**config.mk**
```make
export PLATFORM = sky130hd
export DESIGN_NAME = lru_key_value_cache_top_flat
export DESIGN_NICKNAME = d
export VERILOG_FILES = /design/src/hdl/lkvc_pkg.sv /design/src/hdl/lkvc_req_if.sv /design/src/hdl/lkvc_rsp_if.sv /design/src/hdl/lkvc_mem.sv /design/src/hdl/lkvc_ctrl.sv /design/src/hdl/lru_key_value_cache_top.sv /design/src/flat_wrapper.sv
export SDC_FILE = /design/constraint.sdc
export NUM_CORES = 1
export LEC_CHECK = 0
export ABC_AREA = 1
export BUFFER_PORTS_ARGS = -buffer_cell sky130_fd_sc_hd__clkbuf_2
export CAP_MARGIN = 0
export CORE_UTILIZATION = 40
export CTS_CLUSTER_SIZE = 10
export DETAILED_ROUTE_END_ITERATION = 8
export PLACE_DENSITY_LB_ADDON = 0.2
export SYNTH_ARGS = -nofsm -noshare
export SYNTH_HDL_FRONTEND = slang
export SYNTH_SLANG_ARGS = --single-unit
```
**constraint.sdc**
```tcl
create_clock -name clock -period 7.85 [get_ports clock]
set_input_delay 1.1775 -clock clock [delete_from_list [all_inputs] [get_ports clock]]
set_output_delay 1.1775 -clock clock [all_outputs]
set_load 0.05 [all_outputs]
```
**src/hdl/lkvc_pkg.sv**
```systemverilog
// Shared constants, codes and types for the LRU key-value cache.
package lkvc_pkg;

   localparam int KEY_W = 32;
   localparam int VAL_W = 32;
   localparam int CAP_W = 5;

   localparam int MAX_ENTRIES_DEF = 16;
   localparam int ADDR_W_DEF      = 4;

   localparam logic [CAP_W-1:0] CAPACITY_RESET = CAP_W'(16);
   localparam logic [VAL_W-1:0] MISS_VALUE     = '1;

   localparam logic OP_GET = 1'b0;
   localparam logic OP_SET = 1'b1;

   typedef struct packed {
      logic [KEY_W-1:0] key;
      logic [VAL_W-1:0] value;
   } kv_entry_type;

endpackage

```
**src/hdl/lkvc_req_if.sv**
```systemverilog
// Request channel: get/set beats into the cache.
interface lkvc_req_if;
   logic                              valid;
   logic                              ready;
   logic                              kind;
   logic signed [lkvc_pkg::KEY_W-1:0] key;
   logic signed [lkvc_pkg::VAL_W-1:0] value;

   modport source (output valid, output kind, output key, output value, input ready);
   modport sink   (input valid, input kind, input key, input value, output ready);
endinterface

```
**src/hdl/lkvc_rsp_if.sv**
```systemverilog
// Response channel: one beat per get.
interface lkvc_rsp_if;
   logic                              valid;
   logic                              ready;
   logic                              hit;
   logic signed [lkvc_pkg::VAL_W-1:0] read_value;

   modport source (output valid, output hit, output read_value, input ready);
   modport sink   (input valid, input hit, input read_value, output ready);
endinterface

```
**src/hdl/lkvc_mem.sv**
```systemverilog
// Key/value storage RAM, one write and one registered read port.
module lkvc_mem #(
   parameter int DEPTH  = lkvc_pkg::MAX_ENTRIES_DEF,
   parameter int ADDR_W = lkvc_pkg::ADDR_W_DEF
) (
   input  logic                   clock,
   input  logic                   rd_en,
   input  logic [ADDR_W-1:0]      rd_addr,
   output lkvc_pkg::kv_entry_type rd_data,
   input  logic                   wr_en,
   input  logic [ADDR_W-1:0]      wr_addr,
   input  lkvc_pkg::kv_entry_type wr_data
);

   lkvc_pkg::kv_entry_type mem_ff [DEPTH];
   lkvc_pkg::kv_entry_type rd_data_ff;

   always_ff @(posedge clock) begin
      if (wr_en) begin
         mem_ff[wr_addr] <= wr_data;
      end
      if (rd_en) begin
         rd_data_ff <= mem_ff[rd_addr];
      end
   end

   assign rd_data = rd_data_ff;

endmodule

```
**src/hdl/lkvc_ctrl.sv**
```systemverilog
// Scan sequencer, recency ranks, occupancy, capacity register and response register.
module lkvc_ctrl #(
   parameter int MAX_ENTRIES = lkvc_pkg::MAX_ENTRIES_DEF,
   parameter int ADDR_W      = lkvc_pkg::ADDR_W_DEF
) (
   input  logic                              clock,
   input  logic                              reset,
   lkvc_req_if.sink                          req_ch,
   lkvc_rsp_if.source                        rsp_ch,
   input  logic                              csr_wr_en,
   input  logic [lkvc_pkg::CAP_W-1:0]        csr_wr_data,
   output logic                              mem_rd_en,
   output logic [ADDR_W-1:0]                 mem_rd_addr,
   input  lkvc_pkg::kv_entry_type            mem_rd_data,
   output logic                              mem_wr_en,
   output logic [ADDR_W-1:0]                 mem_wr_addr,
   output lkvc_pkg::kv_entry_type            mem_wr_data
);

   localparam int RANK_W = (MAX_ENTRIES > 1) ? $clog2(MAX_ENTRIES) : 1;
   localparam int OCC_W  = $clog2(MAX_ENTRIES + 1);
   localparam int CMP_W  = (OCC_W > lkvc_pkg::CAP_W) ? OCC_W : lkvc_pkg::CAP_W;

   localparam logic [1:0] ST_IDLE   = 2'd0;
   localparam logic [1:0] ST_SCAN   = 2'd1;
   localparam logic [1:0] ST_LAST   = 2'd2;
   localparam logic [1:0] ST_UPDATE = 2'd3;

   logic [1:0]                   state_ff, state_in;
   logic [ADDR_W-1:0]            idx_ff, idx_in;
   logic [ADDR_W-1:0]            chk_idx_ff, chk_idx_in;
   logic                         chk_vld_ff, chk_vld_in;
   logic                         kind_ff, kind_in;
   logic [lkvc_pkg::KEY_W-1:0]   key_ff, key_in;
   logic [lkvc_pkg::VAL_W-1:0]   val_ff, val_in;
   logic                         hit_found_ff, hit_found_in;
   logic [ADDR_W-1:0]            hit_slot_ff, hit_slot_in;
   logic [RANK_W-1:0]            hit_rank_ff, hit_rank_in;
   logic [lkvc_pkg::VAL_W-1:0]   hit_val_ff, hit_val_in;
   logic                         free_found_ff, free_found_in;
   logic [ADDR_W-1:0]            free_slot_ff, free_slot_in;
   logic [ADDR_W-1:0]            lru_slot_ff, lru_slot_in;
   logic [MAX_ENTRIES-1:0]       valid_ff, valid_in;
   logic [RANK_W-1:0]            rank_ff [MAX_ENTRIES];
   logic [RANK_W-1:0]            rank_in [MAX_ENTRIES];
   logic [OCC_W-1:0]             occ_ff, occ_in;
   logic [lkvc_pkg::CAP_W-1:0]   cap_ff, cap_in;
   logic                         rsp_valid_ff, rsp_valid_in;
   logic                         rsp_hit_ff, rsp_hit_in;
   logic [lkvc_pkg::VAL_W-1:0]   rsp_value_ff, rsp_value_in;

   logic [RANK_W-1:0]            occ_m1;
   logic [CMP_W-1:0]             cap_x, eff_cap, occ_x;
   logic                         proceed;
   logic                         do_upd;
   logic                         tgt_new;   // target slot was free: every valid entry ages
   logic                         tgt_fresh; // new entry takes a free slot
   logic [ADDR_W-1:0]            tgt_slot;
   logic [RANK_W-1:0]            tgt_rank;

   assign occ_m1 = RANK_W'(occ_ff - OCC_W'(1));
   assign cap_x  = CMP_W'(cap_ff);
   assign occ_x  = CMP_W'(occ_ff);

   always_comb begin
      if (cap_x == '0) begin
         eff_cap = CMP_W'(1);
      end else if (cap_x > CMP_W'(MAX_ENTRIES)) begin
         eff_cap = CMP_W'(MAX_ENTRIES);
      end else begin
         eff_cap = cap_x;
      end
   end

   // replacement decision, valid once the scan is done
   always_comb begin
      do_upd    = 1'b1;
      tgt_new   = 1'b0;
      tgt_fresh = 1'b0;
      tgt_slot  = hit_slot_ff;
      tgt_rank  = hit_rank_ff;
      if (hit_found_ff) begin
         tgt_slot = hit_slot_ff;
         tgt_rank = hit_rank_ff;
      end else if (kind_ff == lkvc_pkg::OP_SET) begin
         if ((occ_x >= eff_cap) || !free_found_ff) begin
            tgt_slot = lru_slot_ff;
            tgt_rank = occ_m1;
         end else begin
            tgt_slot  = free_slot_ff;
            tgt_new   = 1'b1;
            tgt_fresh = 1'b1;
         end
      end else begin
         do_upd = 1'b0;
      end
   end

   assign proceed = (kind_ff == lkvc_pkg::OP_SET) || !rsp_valid_ff || rsp_ch.ready;

   always_comb begin
      state_in      = state_ff;
      idx_in        = idx_ff;
      chk_idx_in    = chk_idx_ff;
      chk_vld_in    = chk_vld_ff;
      kind_in       = kind_ff;
      key_in        = key_ff;
      val_in        = val_ff;
      hit_found_in  = hit_found_ff;
      hit_slot_in   = hit_slot_ff;
      hit_rank_in   = hit_rank_ff;
      hit_val_in    = hit_val_ff;
      free_found_in = free_found_ff;
      free_slot_in  = free_slot_ff;
      lru_slot_in   = lru_slot_ff;
      valid_in      = valid_ff;
      rank_in       = rank_ff;
      occ_in        = occ_ff;
      cap_in        = cap_ff;
      rsp_valid_in  = rsp_valid_ff;
      rsp_hit_in    = rsp_hit_ff;
      rsp_value_in  = rsp_value_ff;

      if (csr_wr_en) begin
         cap_in = csr_wr_data;
      end
      if (rsp_ch.ready) begin
         rsp_valid_in = 1'b0;
      end

      // key compare on the word read last cycle
      if (chk_vld_ff && valid_ff[chk_idx_ff] && !hit_found_ff &&
          (mem_rd_data.key == key_ff)) begin
         hit_found_in = 1'b1;
         hit_slot_in  = chk_idx_ff;
         hit_rank_in  = rank_ff[chk_idx_ff];
         hit_val_in   = mem_rd_data.value;
      end

      unique case (state_ff)
         ST_IDLE: begin
            if (req_ch.valid) begin
               kind_in       = req_ch.kind;
               key_in        = req_ch.key;
               val_in        = req_ch.value;
               idx_in        = '0;
               hit_found_in  = 1'b0;
               free_found_in = 1'b0;
               state_in      = ST_SCAN;
            end
         end
         ST_SCAN: begin
            chk_idx_in = idx_ff;
            chk_vld_in = 1'b1;
            idx_in     = idx_ff + ADDR_W'(1);
            if (!free_found_ff && !valid_ff[idx_ff]) begin
               free_found_in = 1'b1;
               free_slot_in  = idx_ff;
            end
            if (valid_ff[idx_ff] && (rank_ff[idx_ff] == occ_m1)) begin
               lru_slot_in = idx_ff;
            end
            if (idx_ff == ADDR_W'(MAX_ENTRIES - 1)) begin
               state_in = ST_LAST;
            end
         end
         ST_LAST: begin
            chk_vld_in = 1'b0;
            state_in   = ST_UPDATE;
         end
         ST_UPDATE: begin
            if (proceed) begin
               state_in = ST_IDLE;
               if (do_upd) begin
                  for (int i = 0; i < MAX_ENTRIES; i++) begin
                     if (ADDR_W'(i) == tgt_slot) begin
                        rank_in[i] = '0;
                     end else if (valid_ff[i] && (tgt_new || (rank_ff[i] < tgt_rank))) begin
                        rank_in[i] = rank_ff[i] + RANK_W'(1);
                     end
                  end
                  valid_in[tgt_slot] = 1'b1;
               end
               if (tgt_fresh) begin
                  occ_in = occ_ff + OCC_W'(1);
               end
               if (kind_ff == lkvc_pkg::OP_GET) begin
                  rsp_valid_in = 1'b1;
                  rsp_hit_in   = hit_found_ff;
                  rsp_value_in = hit_found_ff ? hit_val_ff : lkvc_pkg::MISS_VALUE;
               end
            end
         end
         default: begin
            state_in = ST_IDLE;
         end
      endcase
   end

   always_ff @(posedge clock) begin
      if (reset) begin
         state_ff     <= ST_IDLE;
         chk_vld_ff   <= 1'b0;
         valid_ff     <= '0;
         occ_ff       <= '0;
         cap_ff       <= lkvc_pkg::CAPACITY_RESET;
         rsp_valid_ff <= 1'b0;
         for (int i = 0; i < MAX_ENTRIES; i++) begin
            rank_ff[i] <= '0;
         end
      end else begin
         state_ff     <= state_in;
         chk_vld_ff   <= chk_vld_in;
         valid_ff     <= valid_in;
         occ_ff       <= occ_in;
         cap_ff       <= cap_in;
         rsp_valid_ff <= rsp_valid_in;
         rank_ff      <= rank_in;
      end
      idx_ff        <= idx_in;
      chk_idx_ff    <= chk_idx_in;
      kind_ff       <= kind_in;
      key_ff        <= key_in;
      val_ff        <= val_in;
      hit_found_ff  <= hit_found_in;
      hit_slot_ff   <= hit_slot_in;
      hit_rank_ff   <= hit_rank_in;
      hit_val_ff    <= hit_val_in;
      free_found_ff <= free_found_in;
      free_slot_ff  <= free_slot_in;
      lru_slot_ff   <= lru_slot_in;
      rsp_hit_ff    <= rsp_hit_in;
      rsp_value_ff  <= rsp_value_in;
   end

   assign req_ch.ready      = (state_ff == ST_IDLE);
   assign rsp_ch.valid      = rsp_valid_ff;
   assign rsp_ch.hit        = rsp_hit_ff;
   assign rsp_ch.read_value = rsp_value_ff;

   assign mem_rd_en        = (state_ff == ST_SCAN);
   assign mem_rd_addr      = idx_ff;
   assign mem_wr_en        = (state_ff == ST_UPDATE) && proceed &&
                             (kind_ff == lkvc_pkg::OP_SET);
   assign mem_wr_addr      = tgt_slot;
   assign mem_wr_data.key   = key_ff;
   assign mem_wr_data.value = val_ff;

`ifndef SYNTHESIS
   a_occ_bound: assert property (@(posedge clock) disable iff (reset)
      occ_ff <= OCC_W'(MAX_ENTRIES))
      else $error("occupancy above entry count");

   a_occ_matches_valid: assert property (@(posedge clock) disable iff (reset)
      $countones(valid_ff) == int'(occ_ff))
      else $error("occupancy out of step with valid bits");

   a_set_lands_mru: assert property (@(posedge clock) disable iff (reset)
      (state_ff == ST_UPDATE && proceed && kind_ff == lkvc_pkg::OP_SET) |=>
      (valid_ff[$past(tgt_slot)] && rank_ff[$past(tgt_slot)] == '0))
      else $error("set did not leave its slot valid and most recent");

   a_miss_value: assert property (@(posedge clock) disable iff (reset)
      (rsp_valid_ff && !rsp_hit_ff) |-> (rsp_value_ff == lkvc_pkg::MISS_VALUE))
      else $error("miss beat without all-ones value");
`endif

endmodule

```
**src/hdl/lru_key_value_cache_top.sv**
```systemverilog
// A get's response is registered from the update state, after the scan and compare states.
// One beat at a time: a request is taken only in idle, so the next waits for the
// key/value RAM scan, one entry read per cycle, and the compare and update states.
// A response left waiting holds the next get in its update cycle; sets are not held.
// Reset (synchronous, active high): cache empty, capacity 16; valid bits clear at
// once, RAM needs no clearing pass.
module lru_key_value_cache_top #(
   parameter int MAX_ENTRIES = lkvc_pkg::MAX_ENTRIES_DEF
) (
   input  logic                       clock,
   input  logic                       reset,
   lkvc_req_if.sink                   req_ch,
   lkvc_rsp_if.source                 rsp_ch,
   input  logic                       csr_wr_en,
   input  logic [lkvc_pkg::CAP_W-1:0] csr_wr_data
);

   localparam int ADDR_W = (MAX_ENTRIES > 1) ? $clog2(MAX_ENTRIES) : 1;

   logic                   mem_rd_en;
   logic [ADDR_W-1:0]      mem_rd_addr;
   lkvc_pkg::kv_entry_type mem_rd_data;
   logic                   mem_wr_en;
   logic [ADDR_W-1:0]      mem_wr_addr;
   lkvc_pkg::kv_entry_type mem_wr_data;

   lkvc_ctrl #(
      .MAX_ENTRIES (MAX_ENTRIES),
      .ADDR_W      (ADDR_W)
   ) u_ctrl (
      .clock       (clock),
      .reset       (reset),
      .req_ch      (req_ch),
      .rsp_ch      (rsp_ch),
      .csr_wr_en   (csr_wr_en),
      .csr_wr_data (csr_wr_data),
      .mem_rd_en   (mem_rd_en),
      .mem_rd_addr (mem_rd_addr),
      .mem_rd_data (mem_rd_data),
      .mem_wr_en   (mem_wr_en),
      .mem_wr_addr (mem_wr_addr),
      .mem_wr_data (mem_wr_data)
   );

   lkvc_mem #(
      .DEPTH  (MAX_ENTRIES),
      .ADDR_W (ADDR_W)
   ) u_mem (
      .clock   (clock),
      .rd_en   (mem_rd_en),
      .rd_addr (mem_rd_addr),
      .rd_data (mem_rd_data),
      .wr_en   (mem_wr_en),
      .wr_addr (mem_wr_addr),
      .wr_data (mem_wr_data)
   );

endmodule
```
**src/flat_wrapper.sv**
```systemverilog
// flat-port wrapper written by rule: the top's interface ports become plain ports
module lru_key_value_cache_top_flat 
#(
   parameter int MAX_ENTRIES = lkvc_pkg::MAX_ENTRIES_DEF
)
  (clock, reset, csr_wr_en, csr_wr_data, req_ch_valid, req_ch_kind, req_ch_key, req_ch_value, req_ch_ready, rsp_ch_valid, rsp_ch_hit, rsp_ch_read_value, rsp_ch_ready);
  lkvc_req_if req_ch_i ();
  lkvc_rsp_if rsp_ch_i ();
  input  logic clock;
  input  logic reset;
  input  logic csr_wr_en;
  input  logic [lkvc_pkg::CAP_W-1:0] csr_wr_data;
  input wire logic [$bits(req_ch_i.valid)-1:0] req_ch_valid;
  input wire logic [$bits(req_ch_i.kind)-1:0] req_ch_kind;
  input wire logic [$bits(req_ch_i.key)-1:0] req_ch_key;
  input wire logic [$bits(req_ch_i.value)-1:0] req_ch_value;
  output wire logic [$bits(req_ch_i.ready)-1:0] req_ch_ready;
  output wire logic [$bits(rsp_ch_i.valid)-1:0] rsp_ch_valid;
  output wire logic [$bits(rsp_ch_i.hit)-1:0] rsp_ch_hit;
  output wire logic [$bits(rsp_ch_i.read_value)-1:0] rsp_ch_read_value;
  input wire logic [$bits(rsp_ch_i.ready)-1:0] rsp_ch_ready;
  assign req_ch_i.valid = req_ch_valid;
  assign req_ch_i.kind = req_ch_kind;
  assign req_ch_i.key = req_ch_key;
  assign req_ch_i.value = req_ch_value;
  assign req_ch_ready = req_ch_i.ready;
  assign rsp_ch_valid = rsp_ch_i.valid;
  assign rsp_ch_hit = rsp_ch_i.hit;
  assign rsp_ch_read_value = rsp_ch_i.read_value;
  assign rsp_ch_i.ready = rsp_ch_ready;
  lru_key_value_cache_top #(.MAX_ENTRIES(MAX_ENTRIES)) u_core (.clock(clock), .reset(reset), .req_ch(req_ch_i), .rsp_ch(rsp_ch_i), .csr_wr_en(csr_wr_en), .csr_wr_data(csr_wr_data));
endmodule
```
Word-level counts from Yosys, hierarchy flattened --
Memories as Yosys holds them, arrays and structs flattened. A register that Yosys moved wholly into a read port is not among the register bits. Index checks and enable logic that the tools add are counted.
Cells by class: add/subtract/negate cells 19, order comparisons 24, equal/unequal tests 25, multiplexer cells 76, bitwise gates (word level) 4, reductions and logical operators 93
Operators with widths (number):
- 4-bit 2-to-1 mux | 43
- 4-bit by 1-bit adder with 4-bit output, second input constant | 17
- 4-bit less-than comparator | 16
- 4-bit AND reduction | 16
- 2-bit nonzero test | 18
- 4-bit binary-select mux with 4-bit select | 2
- 32-bit == test | 1
- 4-bit == test, first input constant | 8
- 1-bit logical AND | 24
- 1-bit logical OR | 19
- 1-bit 2-to-1 mux | 19
- 3-bit by 4-bit == test with 1-bit output, first input constant | 4
- 16-bit OR | 1
- 4-bit by 5-bit less-than comparator with 1-bit output, second input constant | 3
- 3-bit AND reduction | 5
- 5-bit greater-or-equal comparator, second input constant | 2
- 5-bit 2-to-1 mux | 2
- 4-bit NOT with 5-bit output | 2
- 1-bit binary-select mux with 4-bit select | 2
- 2-bit by 4-bit == test with 1-bit output, first input constant | 2
- 2-bit != test, second input constant | 4
- 2-bit case mux with 4 select lines | 1
- 4-bit case mux with 2 select lines | 1
- 2-bit AND reduction | 4
- 18 further kinds | 25
Word-level totals: bits in registers 250, memory bits (writable) 1024, input port bits 75, output and inout bits 35, word-level logic and storage cells 278, memories kept 1
Memories:
- u_core.u_mem.mem_ff | depth 16, bits a word 64, read ports 1, clocked after Yosys merged registers in 1, wr ports 1, line lkvc_mem.sv:15 | lkvc_pkg::kv_entry_type mem_ff [DEPTH];

Longest topological paths before layout --
Gate-level depths: netlist of run 1.
depth after elaboration 13, mapped depth 22

Modules after synthesis --
A second synthesis of run 1 with hierarchy kept.
Unflattened totals: cells, all modules 5801, area total of the unflattened synthesis 59632.2 µm²
Modules (own cells, without submodules):
- lkvc_mem | times used 1, cells each 4212, area each 45830.2 µm²
- lkvc_ctrl | times used 1, cells each 1589, area each 13802.0 µm²

Least setup slack after synthesis of run 1 --
OpenSTA, ideal clock, no wires.
kind flip-flop to flip-flop, start point register u_core.u_ctrl.cap_ff[2] (netlist name), end point memory u_core.u_mem.mem_ff[3][0] (netlist name), enable pin, setup time 486 ps, data arrival time 5012 ps, path slack 2352 ps, stages on the path, launching flop included 15, path buffers 0, cells stage by stage dfxtp_1 > or4_1 > nand2_1 > nand2_1 > ha_1 > nand2_1 > nor2_1 > nand2_1 > nand3_4 > nand2_4 > o211ai_4 > nand3_4 > nor2_4 > inv_1 > nor2_1
Between the ends: word-level cells in the longest chain between the ends 8, elaborated cells between the ends (all ways) 9
RTL lines:
- from (decl) | line lkvc_ctrl.sv:47 | logic [lkvc_pkg::CAP_W-1:0] cap_ff, cap_in;
- from (signal assigned) | line lkvc_ctrl.sv:206 | cap_ff <= lkvc_pkg::CAPACITY_RESET;
- from (signal assigned) | line lkvc_ctrl.sv:216 | cap_ff <= cap_in;
- 5-bit > comparator | line lkvc_ctrl.sv:68 | end else if (cap_x > CMP_W'(MAX_ENTRIES)) begin
- 5-bit 2-to-1 mux | line lkvc_ctrl.sv:68
- 5-bit 2-to-1 mux (*) | line lkvc_ctrl.sv:66 | if (cap_x == '0) begin
- 5-bit greater-or-equal comparator (*) | line lkvc_ctrl.sv:86 | if ((occ_x >= eff_cap) || !free_found_ff) begin
- 1-bit logical OR (*) | line lkvc_ctrl.sv:86
- 4-bit 2-to-1 mux (*) | line lkvc_ctrl.sv:86
- 4-bit 2-to-1 mux (*) | line lkvc_ctrl.sv:85 | end else if (kind_ff == lkvc_pkg::OP_SET) begin
- 4-bit 2-to-1 mux (*) | line lkvc_ctrl.sv:82 | if (hit_found_ff) begin
- to (decl) | line lkvc_mem.sv:15
Every way passes the cells marked *; elsewhere a longest branch is shown, timed or not.

Final worst setup path of run 1 --
start point register u_core.u_ctrl.cap_ff[2] (netlist name), end point memory u_core.u_mem.mem_ff[14][42] (netlist name), enable pin
The elaborated chain is that of the path after synthesis.

==> reports/metrics.csv, run 1 <==
metric,value,unit
ys_seq_area_frac,0.721,
hold_path_depth,0,
cts.clk_slew.worst_paths,0.05,ns
fp.dieW,371,µm
min-delay-start,u_core.u_mem.rd_data[3]$_DFFE_PP_,
wire_per_inst,23.1,µm
swShare,0.332,
route.antenna.remaining_nets,0,
clk_path_buf_depth,3,
worstMarginPinSlew,1.26,ns
setup_viol,0,
initial_core_util,0.405,
nets,4600,
synthArstFlopShare,0,
ys_top_cells_by_count,"edfxtp_1 (1,243), o21ai_0 (610), nor2_1 (593)",
die_y,371,µm
synth_warnings,0,
r2r_slack,3.20,ns
grt_pass1_wl,218000,µm
ys_seq_elements,1338,
fmax,215,MHz
core_area,0.134,mm²
num_io_pins,110,
row_count,134,
cts_root_buf,clkbuf_16,
cts_tree,built,
yosys-top-cells-area,"edfxtp_1 (69%), o21ai_0 (5.6%), nor2_1 (4.1%)",
p_clk_frac,0.320,
antenna_found_initial,2,
finalWeightedCongestion,0.848,
synth_cell_types,47,
routed_wl,145000,µm
reg2reg_from,u_core.u_ctrl.cap_ff[2]$_SDFFE_PP0P_,
worstPathMaxFanout,46,
drtIter0Drc,3440,
synth-main-ff-cell,edfxtp_1,
worstHoldPathType,flop to flop,
cp-start-kind,flop,
clock_latency,0.79,ns
grt_max_degree,220,
synth_fp_nets,4520,
power_density,330,mW/mm²
arrival,5.03,ns
min_to,u_core.u_ctrl.hit_val_ff[3]$_DFFE_PP_,
min_period,4.65,ns
postCtsSetupRepairBufs,0,
cts_hold_buf,0,
cp_slowest_cell,buf_4,
hold_viol_final,0,
utilization,0.456,
first_pass_iters,6,
drv_cap,0,
status,"finished, final reports clean",
diodes,0,
slew_violations,0,
grt_pass1_vias,34093,
path_cells,or4_1 -> nand2_1 -> nand2_1 -> ha_1 -> nand2_1 -> nor2_1 -> nand2_1 -> nand3_4 -> nand2_4 -> o21ai_1 -> inv_1 -> nand2_4 -> inv_2 -> nor2_1 -> nand2_1 -> nor2_4 -> buf_4,
h-tree-depth,4,
synth_edf_count,1243,
synth_most_common_cell,edfxtp_1,
dpl.hpwl,79200,µm
synth_area_leader_cell,edfxtp_1,
slew_headroom,0.156,
internal_power,13.5,mW
rsz0062_at_grt,false,
p_comb_frac,0.238,
p_leak,20.2,nW
drive_above_1_share,0.107,
worstReg2RegEnd,u_core.u_mem.mem_ff[14][42]$_DFFE_PP_,
syn_area,0.0544,mm²
track_usage,0.211,
synth_cells,4369,
cts.sinks,1338,
power_frac_seq,0.442,
grt.overflow.total,0,
setup_tns,0,ns
critPathCaptureType,flop,
cts_buffers,155,
synthToLayoutAreaGrowth,12.6,%
synth_top_area_frac,0.686,
switchingPower,6.71,mW
cts_resized,0,
power.total,20.2,mW
syn_avg_cell_area,12.5,µm²
ir_drop,0.288,mV
max_stage_delay,0.85,ns
cp.required,8.24,ns
die_area,0.138,mm²
placement.io_buffers,109,
critPathMostFrequentCell,nand2_1,
fin_skew,0.0294,ns
r2r_cells,17,
critPathKind,flop to flop,
drc,0,
finalCritPeriodShare,0.592,
via_per_inst,5.58,
num_vias,35021,
==> worst max path at each step <==
stage,to,start,cells after the start
3_5_place_dp,u_core.u_mem.mem_ff[13][48]$_DFFE_PP_,u_core.u_ctrl.cap_ff[2]$_SDFFE_PP0P_,18
6_report,u_core.u_mem.mem_ff[14][42]$_DFFE_PP_,u_core.u_ctrl.cap_ff[2]$_SDFFE_PP0P_,17
5_1_grt,u_core.u_mem.mem_ff[13][48]$_DFFE_PP_,u_core.u_ctrl.cap_ff[3]$_SDFFE_PP0P_,18
4_1_cts,u_core.u_mem.mem_ff[13][48]$_DFFE_PP_,u_core.u_ctrl.cap_ff[2]$_SDFFE_PP0P_,18
3_3_place_gp,u_core.u_mem.mem_ff[14][39]$_DFFE_PP_,u_core.u_ctrl.cap_ff[2]$_SDFFE_PP0P_,17
2_1_floorplan,u_core.u_mem.mem_ff[3][0]$_DFFE_PP_,u_core.u_ctrl.cap_ff[2]$_SDFFE_PP0P_,14
==> power groups by stage <==
| stage | Clock (mW) | Sequential [mW] | Combinational [mW] |
|---|---|---|---|
| floorplan | 0 | 8.90 | 3.17 |
| global placement | 0 | 9.07 | 4.82 |
| global route | 6.85 | 8.98 | 5.32 |
| CTS | 6.61 | 8.94 | 4.85 |
| finish | 6.48 | 8.93 | 4.81 |
| detailed placement | 0 | 9.08 | 4.83 |
==> flip-flops by register name, summed over array words and instances (netlist names), 5 cells and up <==
name / count
u_core.u_mem.mem_ff: 1024
u_core.u_ctrl.rank_ff: 64
u_core.u_mem.rd_data: 64
u_core.u_ctrl.hit_val_ff: 32
u_core.u_ctrl.key_ff: 32
u_core.u_ctrl.rsp_ch.read_value: 32
u_core.u_ctrl.val_ff: 32
u_core.u_ctrl.valid_ff: 16
u_core.u_ctrl.cap_ff: 5
u_core.u_ctrl.occ_ff: 5
==> layer usage <==
metal	GRT usage	share of wire	wire (µm)	vias to the layer above
met5	0	0	0	-
met4	0.0650	0.024	3490	0
met2	0.335	0.47	67400	1135
met1	0.298	0.45	65800	17449
met3	0.0320	0.057	8280	216
li1	-	-	-	16221
==> critical path, delay by kind of cell, from the launching register on <==
family / cells / cell delay (ns)
simple gates: 12 / 2.46
buf+inv: 3 / 1.00
flops: 1 / 0.32
fa+ha+maj: 1 / 0.28
compound gates: 1 / 0.14
==> logic make-up after synthesis <==
| logic type | share of synthesized area |
|---|---|
| compound gates | 0.118 |
| xor+xnor | 0.00483 |
| fa+ha+maj | 0.0175 |
| buf+inv | 0.0311 |
| flops | 0.721 |
| mux | 0.000368 |
| simple gates | 0.108 |
==> layout by cell type (no fill, tap or decap), types with 95 or more instances in the layout <==
cell type / count
o22ai_1: 167
dfxtp_1: 95
nor2_1: 575
edfxtp_1: 1243
clkbuf_2: 109
clkbuf_16: 159
o21ai_0: 607
inv_1: 163
nand2_1: 397
o221ai_1: 106
nand3_1: 218
a21oi_1: 188
==> area by class of cell <==
class	count	area (µm²)
clock buffers	199	4160
clock inverters	20	239
fillers	11976	73000
inverters	184	713
multi-input cells	2595	13700
flip-flops and latches	1338	39200
well taps	1768	2210
repair buffers	175	1090
==> stage by stage <==
| step | hold slack, ns | cell area, µm² | cells | worst slack [ns] |
|---|---|---|---|---|
| 2_1_floorplan | 0.400 | 54400 | 4369 | 2.35 |
| 5_1_grt | 0.415 | 61300 | 6279 | 2.89 |
| 4_1_cts | 0.414 | 61300 | 6279 | 3.15 |
| 6_report | 0.412 | 61300 | 6279 | 3.20 |
| 3_5_place_dp | 0.405 | 56900 | 6060 | 3.18 |
| 3_3_place_gp | 0.405 | 56900 | 6060 | 3.18 |
Power figures use the tool's default switching activity.
==> run 2, diff against run 1 <==
ABC_AREA = 0   (was 1)
clock period = 4.6 ns   (was 7.85 ns; I/O delays follow)
==> run 2 against run 1 <==
  * Die area down 2.0%
  * Register-to-register slack lost 2.7 ns
  * Clock skew shrank 0.0058 ns
  * Clock power increased by 68%
  * Total power increased by 57%
  * Via count decreased by 24%
  * Design area shrank 0.23%
  * Flip-flop and latch count is the same
  * Non-clock buffer count is 18 higher
  * Critical path depth unchanged
  * Largest cell class unchanged
  * Largest power group unchanged
  * Highest routed layer unchanged
==> reports/metrics.csv, run 2 <==
metric,value,unit
dpl.hpwl,69500,µm
filler_cell_count,10940,
timing.hold.ws,0.0920,ns
drv_cap,0,
ys_top_cells_by_count,"edfxtp_1 (1,243), mux4_2 (367), dfxtp_1 (95)",
largest_register_ffs,1024,
arrival,4.78,ns
critPathCaptureType,flop,
min-delay-start,req_ch_value[30],
synth_top_area_frac,0.700,
grt_max_degree,131,
rsz0062_at_grt,false,
placement.io_buffers,109,
dr_wl_met2,63300,µm
setup_viol,0,
drtIter0Drc,2575,
internal_power,23.6,mW
ys_seq_elements,1338,
worstReg2RegEnd,u_core.u_ctrl.rank_ff[7]$_SDFFE_PP0P_,
synth_area_leader_cell,edfxtp_1,
core_area,0.132,mm²
cts_root_buf,clkbuf_16,
worstHoldPathType,input port to flop,
fp.dieW,367,µm
cts.clk_slew.worst_paths,0.06,ns
worstPathMaxFanout,16,
regMostFlops,u_core.u_mem.mem_ff,
r2r_slack,0.48,ns
clk_path_buf_depth,3,
slew_headroom,0.317,
min_to,u_core.u_ctrl.val_ff[30]$_DFFE_PP_,
ir_drop,0.532,mV
hold_path_depth,1,
nets,2988,
clock_latency,0.77,ns
num_vias,26698,
regArea,0.0392,mm²
multi_input_area,0.0137,mm²
layout.cells.non_filler,4636,
slew_violations,0,
yosys-top-cells-area,"edfxtp_1 (70%), mux4_2 (16%), dfxtp_1 (3.6%)",
synth_most_common_cell,edfxtp_1,
reg2reg_from,u_core.u_ctrl.occ_ff[0]$_SDFFE_PP0P_,
num_io_pins,110,
wl_met3,6690,µm
h-tree-depth,4,
fin_skew,0.0236,ns
p_leak,19.6,nW
syn_area,0.0533,mm²
min_period,4.12,ns
power_frac_seq,0.475,
antenna_found_initial,1,
dp_cells,4434,
cp-start-kind,flop,
syn_avg_cell_area,20.5,µm²
first_pass_iters,5,
final_cell_mix,"edfxtp_1 (1,243), mux4_2 (367), clkbuf_16 (161)",
critPathKind,flop to flop,
synthToLayoutAreaGrowth,14.7,%
status,"finished, final reports clean",
topRoutingLayerUsed,met4,
swShare,0.258,
wl_met1,56500,µm
grt_pass1_wl,190000,µm
cts_resized,0,
die_area,0.135,mm²
finalWeightedCongestion,0.852,
cts_tree,built,
p_clk_frac,0.343,
power_density,520,mW/mm²
cts.sinks,1338,
synth_cell_types,65,
cts_hold_buf,0,
synth_warnings,0,
row_count,133,
cp_slowest_cell,dfxtp_1,
postCtsSetupRepairBufs,0,
finalCritPeriodShare,0.895,
die_y,367,µm
synth_fp_nets,2752,
p_comb_frac,0.182,
synth_edf_count,1243,
max_stage_delay,0.44,ns
drive_above_1_share,0.277,
r2r_cells,17,
cp.required,5.26,ns
final_common_cell,edfxtp_1,
cts_buffers,156,
grt.overflow.total,0,
synthArstFlopShare,0,
fmax,243,MHz
routed_wl,129000,µm
worstMarginPinSlew,1.00,ns
ys_seq_area_frac,0.736,
grt_pass1_vias,28151,
via_per_inst,5.76,
wire_per_inst,27.9,µm
switchingPower,8.21,mW
initial_core_util,0.405,
path_cells,inv_1 -> ha_1 -> nor2b_1 -> o21a_1 -> nor2_1 -> o21ai_0 -> buf_4 -> mux2i_1 -> buf_4 -> ha_1 -> a21o_1 -> a211oi_1 -> nand3_1 -> or4_1 -> o21ai_0 -> xnor2_1 -> nor2_1,
track_usage,0.193,
drc,0,
synth-main-ff-cell,edfxtp_1,
hold_viol_final,0,
route.antenna.remaining_nets,0,
synth_cells,2601,
## run 2: cell types whose count changed in the layout (fill, tap and decap cells not counted), moves of 106 or more
| cell | before | now |
|---|---|---|
| a21oi_1 | 188 | 60 |
| nand2_1 | 397 | 71 |
| mux4_2 | 0 | 367 |
| o21ai_0 | 607 | 32 |
| nor2_1 | 575 | 63 |
| inv_1 | 163 | 28 |
| o221ai_1 | 106 | 0 |
| o22ai_1 | 167 | 7 |
| nand3_1 | 218 | 55 |
## run 2: per-stage QoR
stage / util / power (mW) / instance area (µm²) / setup slack [ns] / TNS, ns
2_1_floorplan: - / 19.4 / 53400 / -0.814 / -186.91
3_3_place_gp: 0.431 / 21.2 / 56800 / 0.631 / 0
3_5_place_dp: 0.431 / 21.3 / 56800 / 0.515 / 0
4_1_cts: 0.464 / 32.2 / 61200 / 0.462 / 0
5_1_grt: 0.464 / 33.0 / 61200 / 0.136 / 0
6_report: 0.464 / 31.8 / 61200 / 0.482 / 0
## run 2: cells by family (layout without fill, tap and decap cells)
group           Yosys count  in the layout  synth area share
compound gates          226            226            0.0291
xor+xnor                 50             50           0.00821
fa+ha+maj                76             76            0.0178
buf+inv                 143            422            0.0114
flops                  1338           1338             0.736
mux                     409            409             0.163
other cells               0              1                 0
simple gates            359            359            0.0347
## run 2: layout make-up
cell class / count / area share
tap: 1755 / 0.0359
multi-input combinational: 1120 / 0.223
inverter: 28 / 0.00172
clock inverter: 18 / 0.00342
antenna: 1 / 0.0000409
clock buffer: 183 / 0.0680
sequential: 1338 / 0.641
timing repair buffer: 193 / 0.0262
## run 2: power groups by stage
stage,registers (mW),clock network [mW],logic [mW]
after global routing,15.2,11.6,6.21
after global placement,15.3,0,5.87
after detailed placement,15.3,0,5.91
after CTS,15.1,11.2,5.92
final,15.1,10.9,5.78
after floorplan,15.0,0,4.37
## run 2: how the worst max path moves through the flow
stage          slack (ns)                                      to                                  from
3_3_place_gp         0.63   u_core.u_ctrl.rank_ff[7]$_SDFFE_PP0P_  u_core.u_ctrl.cap_ff[2]$_SDFFE_PP0P_
5_1_grt              0.14  u_core.u_ctrl.rank_ff[27]$_SDFFE_PP0P_  u_core.u_ctrl.cap_ff[2]$_SDFFE_PP0P_
6_report             0.48   u_core.u_ctrl.rank_ff[7]$_SDFFE_PP0P_  u_core.u_ctrl.occ_ff[0]$_SDFFE_PP0P_
2_1_floorplan       -0.81     u_core.u_mem.mem_ff[7][0]$_DFFE_PP_  u_core.u_ctrl.cap_ff[2]$_SDFFE_PP0P_
4_1_cts              0.46  u_core.u_ctrl.rank_ff[27]$_SDFFE_PP0P_  u_core.u_ctrl.cap_ff[2]$_SDFFE_PP0P_
3_5_place_dp         0.51   u_core.u_ctrl.rank_ff[7]$_SDFFE_PP0P_  u_core.u_ctrl.cap_ff[2]$_SDFFE_PP0P_
## run 2: routing by layer
metal,GRT usage,vias up
met5,0,-
met4,0.0529,0
met3,0.0323,195
met2,0.316,876
met1,0.268,14378
li1,-,11249
## run 2: worst max-delay path, delay by kind of cell (launching register included)
family	cells	cell delay, ns
multiplexers	1	0.18
adder cells (fa/ha/maj)	2	0.63
buffers and inverters	3	0.65
flip-flops	1	0.44
AND/OR/NAND/NOR	5	0.89
XOR/XNOR	1	0.16
AO/OA/AOI/OAI	5	1.04
